### src/trm_pkg.sv
// Shared types and codes of the tiny register machine step block.
// Used by the top level; depends on nothing.
package trm_pkg;

	localparam int unsigned MaxLinesDefault = 256;

	localparam int unsigned DataW = 16;
	localparam int unsigned LenW  = 9;

	localparam logic [2:0] OP_MOV = 3'd0;
	localparam logic [2:0] OP_ADD = 3'd1;
	localparam logic [2:0] OP_SUB = 3'd2;
	localparam logic [2:0] OP_PUT = 3'd3;
	localparam logic [2:0] OP_JMP = 3'd4;
	localparam logic [2:0] OP_JMA = 3'd5;
	localparam logic [2:0] OP_JMC = 3'd6;

	localparam logic [2:0] SRC_A   = 3'd0;
	localparam logic [2:0] SRC_B   = 3'd1;
	localparam logic [2:0] SRC_T   = 3'd2;
	localparam logic [2:0] SRC_IMM = 3'd3;

	localparam logic [2:0] DST_A = 3'd0;
	localparam logic [2:0] DST_B = 3'd1;
	localparam logic [2:0] DST_T = 3'd2;

	typedef logic [LenW-1:0] prog_len_t;

	typedef struct packed {
		logic [2:0]              opcode;
		logic [2:0]              first_source;
		logic [2:0]              second_source;
		logic [2:0]              destination;
		logic signed [DataW-1:0] immediate;
	} instr_t;

	typedef struct packed {
		logic signed [DataW-1:0] next_line;
		logic                    print_valid;
		logic signed [DataW-1:0] print_value;
		logic                    finished;
	} result_t;

endpackage

### src/trm_stream_if.sv
// Valid/ready channel carrying one payload item per handshake.
// Payload type is a parameter; the block uses trm_pkg types for it.
interface trm_stream_if #(
	parameter type T = logic
);
	logic valid;
	logic ready;
	T     data;

	modport source (output valid, output data, input ready);
	modport sink   (input valid, input data, output ready);
endinterface

### src/tiny_register_machine_step.sv
// Executes one fetched instruction per item on three 16-bit registers (A, B, T)
// and a signed 16-bit line counter, returning one result per instruction.
// Depends on trm_pkg and trm_stream_if.
//
// One instruction is accepted every clock cycle when the result side keeps up;
// each goes through the input register, then is executed into the result
// register. The rate is set by the loop that reads and writes the register
// file and line counter in the execute stage. program_length is to be written
// on cfg only while no instruction is in flight; the block does not enforce it.
// Reset value is zero; clamped to MAX_LINES for the jma clamp and finished flag.
module tiny_register_machine_step
	import trm_pkg::*;
#(
	parameter int unsigned MAX_LINES = MaxLinesDefault
) (
	input  logic             clk,
	input  logic             arst_n,
	trm_stream_if.sink       instr,
	trm_stream_if.source     result,
	trm_stream_if.sink       cfg
);

	localparam logic [DataW-1:0] MaxLinesW = DataW'(MAX_LINES);

	logic                    instr_valid_s1;
	instr_t                  instr_s1;
	logic                    out_valid_q;
	result_t                 out_q;
	logic [DataW-1:0]        reg_a_q, reg_b_q, reg_t_q;
	logic signed [DataW-1:0] line_q;
	prog_len_t               prog_len_q;

	logic                    exec;
	logic [DataW-1:0]        len_ext, eff_len;
	logic [DataW-1:0]        op1, op2, alu, line_inc;
	logic signed [DataW:0]   jma_sum;
	logic [DataW:0]          jma_pc;
	logic signed [DataW-1:0] next_line;
	logic                    wr_en;
	result_t                 res;

	assign exec        = instr_valid_s1 && (!out_valid_q || result.ready);
	assign instr.ready = !instr_valid_s1 || exec;
	assign cfg.ready   = 1'b1;

	assign result.valid = out_valid_q;
	assign result.data  = out_q;

	function automatic logic [DataW-1:0] pick(input logic [2:0] code,
		input logic [DataW-1:0] a, input logic [DataW-1:0] b,
		input logic [DataW-1:0] t, input logic [DataW-1:0] imm);
		logic [DataW-1:0] v;
		case (code)
			SRC_A:   v = a;
			SRC_B:   v = b;
			SRC_T:   v = t;
			SRC_IMM: v = imm;
			default: v = '0;
		endcase
		return v;
	endfunction

	always_comb begin
		len_ext  = DataW'(prog_len_q);
		eff_len  = (len_ext > MaxLinesW) ? MaxLinesW : len_ext;
		op1      = pick(instr_s1.first_source, reg_a_q, reg_b_q, reg_t_q,
			instr_s1.immediate);
		op2      = pick(instr_s1.second_source, reg_a_q, reg_b_q, reg_t_q,
			instr_s1.immediate);
		line_inc = line_q + 1'b1;

		// jma: exact sum, clamp to 0..length, then step
		jma_sum = $signed({line_q[DataW-1], line_q}) + $signed({op1[DataW-1], op1});
		if (jma_sum[DataW])
			jma_pc = '0;
		else if (jma_sum[DataW-1:0] > eff_len)
			jma_pc = {1'b0, eff_len};
		else
			jma_pc = jma_sum;

		alu       = op1;
		wr_en     = 1'b0;
		next_line = line_inc;
		res       = '0;
		case (instr_s1.opcode)
			OP_MOV: begin
				alu   = op1;
				wr_en = 1'b1;
			end
			OP_ADD: begin
				alu   = op1 + op2;
				wr_en = 1'b1;
			end
			OP_SUB: begin
				alu   = op1 - op2;
				wr_en = 1'b1;
			end
			OP_PUT: begin
				res.print_valid = 1'b1;
				res.print_value = op1;
			end
			OP_JMP: next_line = instr_s1.immediate;
			OP_JMA: next_line = DataW'(jma_pc + 1'b1);
			OP_JMC: begin
				if ($signed(reg_t_q) > 0)
					next_line = instr_s1.immediate;
			end
			default: ;
		endcase

		res.next_line = next_line;
		res.finished  = next_line[DataW-1] || (next_line >= $signed(eff_len));
	end

	// Input stage
	always_ff @(posedge clk or negedge arst_n) begin
		if (!arst_n)
			instr_valid_s1 <= 1'b0;
		else if (instr.valid && instr.ready)
			instr_valid_s1 <= 1'b1;
		else if (exec)
			instr_valid_s1 <= 1'b0;
	end

	always_ff @(posedge clk) begin
		if (instr.valid && instr.ready)
			instr_s1 <= instr.data;
	end

	// Result register: hold until taken
	always_ff @(posedge clk or negedge arst_n) begin
		if (!arst_n)
			out_valid_q <= 1'b0;
		else if (exec)
			out_valid_q <= 1'b1;
		else if (result.ready)
			out_valid_q <= 1'b0;
	end

	always_ff @(posedge clk) begin
		if (exec)
			out_q <= res;
	end

	// Architectural state
	always_ff @(posedge clk or negedge arst_n) begin
		if (!arst_n) begin
			reg_a_q <= '0;
			reg_b_q <= '0;
			reg_t_q <= '0;
			line_q  <= '0;
		end else if (exec) begin
			line_q <= next_line;
			if (wr_en) begin
				case (instr_s1.destination)
					DST_A:   reg_a_q <= alu;
					DST_B:   reg_b_q <= alu;
					DST_T:   reg_t_q <= alu;
					default: ;
				endcase
			end
		end
	end

	always_ff @(posedge clk or negedge arst_n) begin
		if (!arst_n)
			prog_len_q <= '0;
		else if (cfg.valid && cfg.ready)
			prog_len_q <= cfg.data;
	end

	// The shown result always carries the current line counter
	a_line_match: assert property (@(posedge clk) disable iff (!arst_n)
		out_valid_q |-> (out_q.next_line == line_q))
		else $error("result next_line differs from line counter");

	a_print_zero: assert property (@(posedge clk) disable iff (!arst_n)
		(out_valid_q && !out_q.print_valid) |-> (out_q.print_value == '0))
		else $error("print_value set without print_valid");

	a_jmp_target: assert property (@(posedge clk) disable iff (!arst_n)
		(exec && instr_s1.opcode == OP_JMP) |=> (line_q == $past(instr_s1.immediate)))
		else $error("jmp did not load the line counter");

	a_one_pass: assert property (@(posedge clk) disable iff (!arst_n)
		(exec && !(instr.valid && instr.ready)) |=> !instr_valid_s1)
		else $error("executed item left in input stage");

endmodule
### src/flat_wrapper.sv
// flat-port wrapper written by rule: the top's interface ports become plain ports
module tiny_register_machine_step_flat import trm_pkg::*;
#(
	parameter int unsigned MAX_LINES = MaxLinesDefault
)
  (clk, arst_n, instr_valid, instr_data, instr_ready, result_valid, result_data, result_ready, cfg_valid, cfg_data, cfg_ready);
  trm_stream_if instr_i ();
  trm_stream_if result_i ();
  trm_stream_if cfg_i ();
  input  logic clk;
  input  logic arst_n;
  input wire logic [$bits(instr_i.valid)-1:0] instr_valid;
  input wire logic [$bits(instr_i.data)-1:0] instr_data;
  output wire logic [$bits(instr_i.ready)-1:0] instr_ready;
  output wire logic [$bits(result_i.valid)-1:0] result_valid;
  output wire logic [$bits(result_i.data)-1:0] result_data;
  input wire logic [$bits(result_i.ready)-1:0] result_ready;
  input wire logic [$bits(cfg_i.valid)-1:0] cfg_valid;
  input wire logic [$bits(cfg_i.data)-1:0] cfg_data;
  output wire logic [$bits(cfg_i.ready)-1:0] cfg_ready;
  assign instr_i.valid = instr_valid;
  assign instr_i.data = instr_data;
  assign instr_ready = instr_i.ready;
  assign result_valid = result_i.valid;
  assign result_data = result_i.data;
  assign result_i.ready = result_ready;
  assign cfg_i.valid = cfg_valid;
  assign cfg_i.data = cfg_data;
  assign cfg_ready = cfg_i.ready;
  tiny_register_machine_step #(.MAX_LINES(MAX_LINES)) u_core (.clk(clk), .arst_n(arst_n), .instr(instr_i), .result(result_i), .cfg(cfg_i));
endmodule
### config.mk
export PLATFORM = sky130hd
export DESIGN_NAME = tiny_register_machine_step_flat
export DESIGN_NICKNAME = d
export VERILOG_FILES = /design/src/trm_pkg.sv /design/src/trm_stream_if.sv /design/src/tiny_register_machine_step.sv /design/src/flat_wrapper.sv
export SDC_FILE = /design/constraint.sdc
export NUM_CORES = 1
export LEC_CHECK = 0
export ABC_AREA = 1
export BUFFER_PORTS_ARGS = -buffer_cell sky130_fd_sc_hd__buf_2
export CORE_MARGIN = 2
export CORE_UTILIZATION = 65
export CTS_BUF_LIST = sky130_fd_sc_hd__clkbuf_4
export DETAILED_ROUTE_END_ITERATION = 12
export PLACE_DENSITY = 0.95
export SLEW_MARGIN = 20
export SYNTH_ARGS = -nofsm -noshare
export SYNTH_HDL_FRONTEND = slang
export SYNTH_SLANG_ARGS = --single-unit
### constraint.sdc
create_clock -name clk -period 4.4 [get_ports clk]
set_clock_uncertainty 0.1 [all_clocks]
set_input_delay 0.22 -clock clk [delete_from_list [all_inputs] [get_ports clk]]
set_output_delay 0.22 -clock clk [all_outputs]
set_load 0.01 [all_outputs]
==> out/metrics.csv <==
metric,value,unit
status,"complete, no violations",
worst_pin_slew,0.658,ns
pin_count,11,
coreArea,1710,um2
overflow,0,
max-slew-margin-rel,56.0,%
dieWidth,46.6,um
syn_avg_cell_area,7.36,um2
synth_seq_cells,20,
grt_pass1_vias,924,
setup_viol,0,
route.met3.wl,89,um
crit_arrival,1.94,ns
rsz0062_at_grt,false,
hold_ws,0.00517,ns
postRouteAntennaNets,0,
num_rows,15,
dpl.cell_count,190,
yosysWarnings,0,
finalNetCount,180,
drt_iter0_drc,26,
gp_congestion,0.866,
clock_sinks,20,
post-route-period-util,42.3,%
synth-compound-area-share,8.61,%
power.leakage,0.565,nW
grt_pass1_wl,3800,um
clock-root-buffer,clkbuf_4,
yosys.area.top_type,dfrtp_1,
hold_viol_final,0,
crit_path_end_kind,register,
vias,1016,
synth_xor_area_share,3.72,%
synthMuxAreaShare,0.956,%
dpl.hpwl,1660,um
wl,2080,um
clk-insertion-delay-late,0.30,ns
crit_type,register to register,
clock_path_buffers,2,
synth_top_family_by_area,simple AND/OR/NAND/NOR gates,
synth-simple-area-share,35.3,%
synth_area_leaders,"dfrtp_1, nand2_1, nand3_1",
layout.cells.non_filler,195,
worstSetupStartpointType,register,
die_h,46.6,um
antenna_found_initial,0,
start_util,68.9,%
fp.dieArea,2170,um2
rrSetupSlack,2.54,ns
top_layer,met4,
fin_area,1270,um2
worstPathRequired,4.48,ns
drive_above_1_share,12.9,%
wirelength_met1,995,um
dr_wl_met2,954,um
post_drt_wl_per_cell,10.7,um
clk_pin_slew,0.10,ns
total_power,0.494,mW
maxSlewViolCount,0,
p_per_area,388,nW/um2
maxCapViolCount,0,
groute.usage.overall,25.2,%
power_frac_comb,28.2,%
mostFrequentLayoutCells,"nand2_1, dfrtp_1, nor2_1",
timing.fmax,537,MHz
switching_share,35.7,%
drt-pass1-iter-count,5,
io_buffers,8,
cts_tree,built,
p_int,0.318,mW
diodes,0,
seqPwrFrac,52.8,%
drc,0,
post-route-min-period,1.86,ns
synth_area,1180,um2
placed_cell_area,1230,um2
ys_seq_area_share,42.9,%
syn-num-nets,169,
p_sw,0.177,mW
min_path_type,input port to register,
yosys.area_share.adder,2.13,%
clkPwrFrac,19.0,%
syn_inst,160,
ir_drop,0.000424,V
vias_per_cell,5.21,
grt_max_degree,25,
cts_setup_buffers,0,
crit_fanout,24,
htree_levels,1,
synth_top_area_share,40.4,%
cts-buffers-inserted,3,
ys_types,25,
area_growth,8.18,%
layout_commonest_cell,nand2_1,
setup_tns,0,ns
[cells in the mapped netlist (all sizes together)]
master  count
a31oi       2
nand4       3
nand2      56
inv        14
edfxtp      1
o21bai      2
conb        1
clkinv      1
buf         1
clkbuf      2
o21ai      14
nor2       21
mux2        1
xor2        3
dfrtp      19
xnor2       2
nand3      13
nand3b      2
ha          2
[timing repair]
action                    in CTS  in global routing
resized for setup              0                  0
hold buffers                   1                  0
hold endpoints to repair      19                  0
[critical path, cell delays in order, from the launching register on]
cell,delay [ns]
dfrtp_1,0.39
nand2_1,0.09
nand2_1,0.50
clkinv_1,0.43
nand2_1,0.15
o21ai_0,0.09
[area by class of cell]
class                      instances  area, um2
tap                               25       31.3
timing repair buffer               9       50.0
clock buffer                       4       30.0
multi-input combinational        122        601
fill                             122        434
inverter                          15       56.3
sequential                        20        505
[kinds of logic (layout without fill, tap and decap cells)]
group / after synthesis / count (layout)
buffers and inverters: 18 / 28
adders and majority gates: 2 / 2
and+or+nand+nor: 95 / 95
DFF: 20 / 20
muxes: 1 / 1
AOI/OAI and AO/OA: 18 / 18
xor gates and xnor gates: 5 / 5
other: 1 / 1
[path summary, 6_finish.rpt]
check / startpoint / to / cells after the start
hold reg to reg: u_core.prog_len_q[0] / u_core.prog_len_q[0] / 1
min in group asynchronous: arst_n / u_core.line_q[3] / 2
setup reg to reg: u_core.result.valid / u_core.line_q[12] / 5
setup / recovery: u_core.result.valid / u_core.line_q[12] / 5
max in group asynchronous: arst_n / u_core.line_q[7] / 2
hold / removal: instr_valid / u_core.instr_valid_s1 / 3
[layer usage]
layer | vias to the layer above | global-route usage [%]
met4 | 0 | 10.3
li1 | 532 | -
met3 | 5 | 4.71
met5 | - | 0
met1 | 454 | 35.0
met2 | 25 | 38.3
[power groups by stage]
stage,Combinational (mW),Sequential [mW],Clock (mW)
after floorplan,0.112,0.254,0
after global placement,0.129,0.260,0
after detailed placement,0.139,0.262,0
after CTS,0.139,0.260,0.0958
after global routing,0.162,0.265,0.103
final,0.139,0.261,0.0939
[flip-flops by register name, summed over array words and instances (netlist names)]
name	count
u_core.instr_valid_s1	1
u_core.prog_len_q	1
u_core.result.valid	1
u_core.result.data	1
u_core.line_q	16
[through the flow]
step	worst slack, ns	util, %
floorplan	2.80	-
global placement	2.61	72.2
detailed placement	2.52	72.2
CTS	2.52	74.6
global route	2.25	74.6
finish	2.54	74.6
No activity file was read; power rests on OpenSTA's default activity.
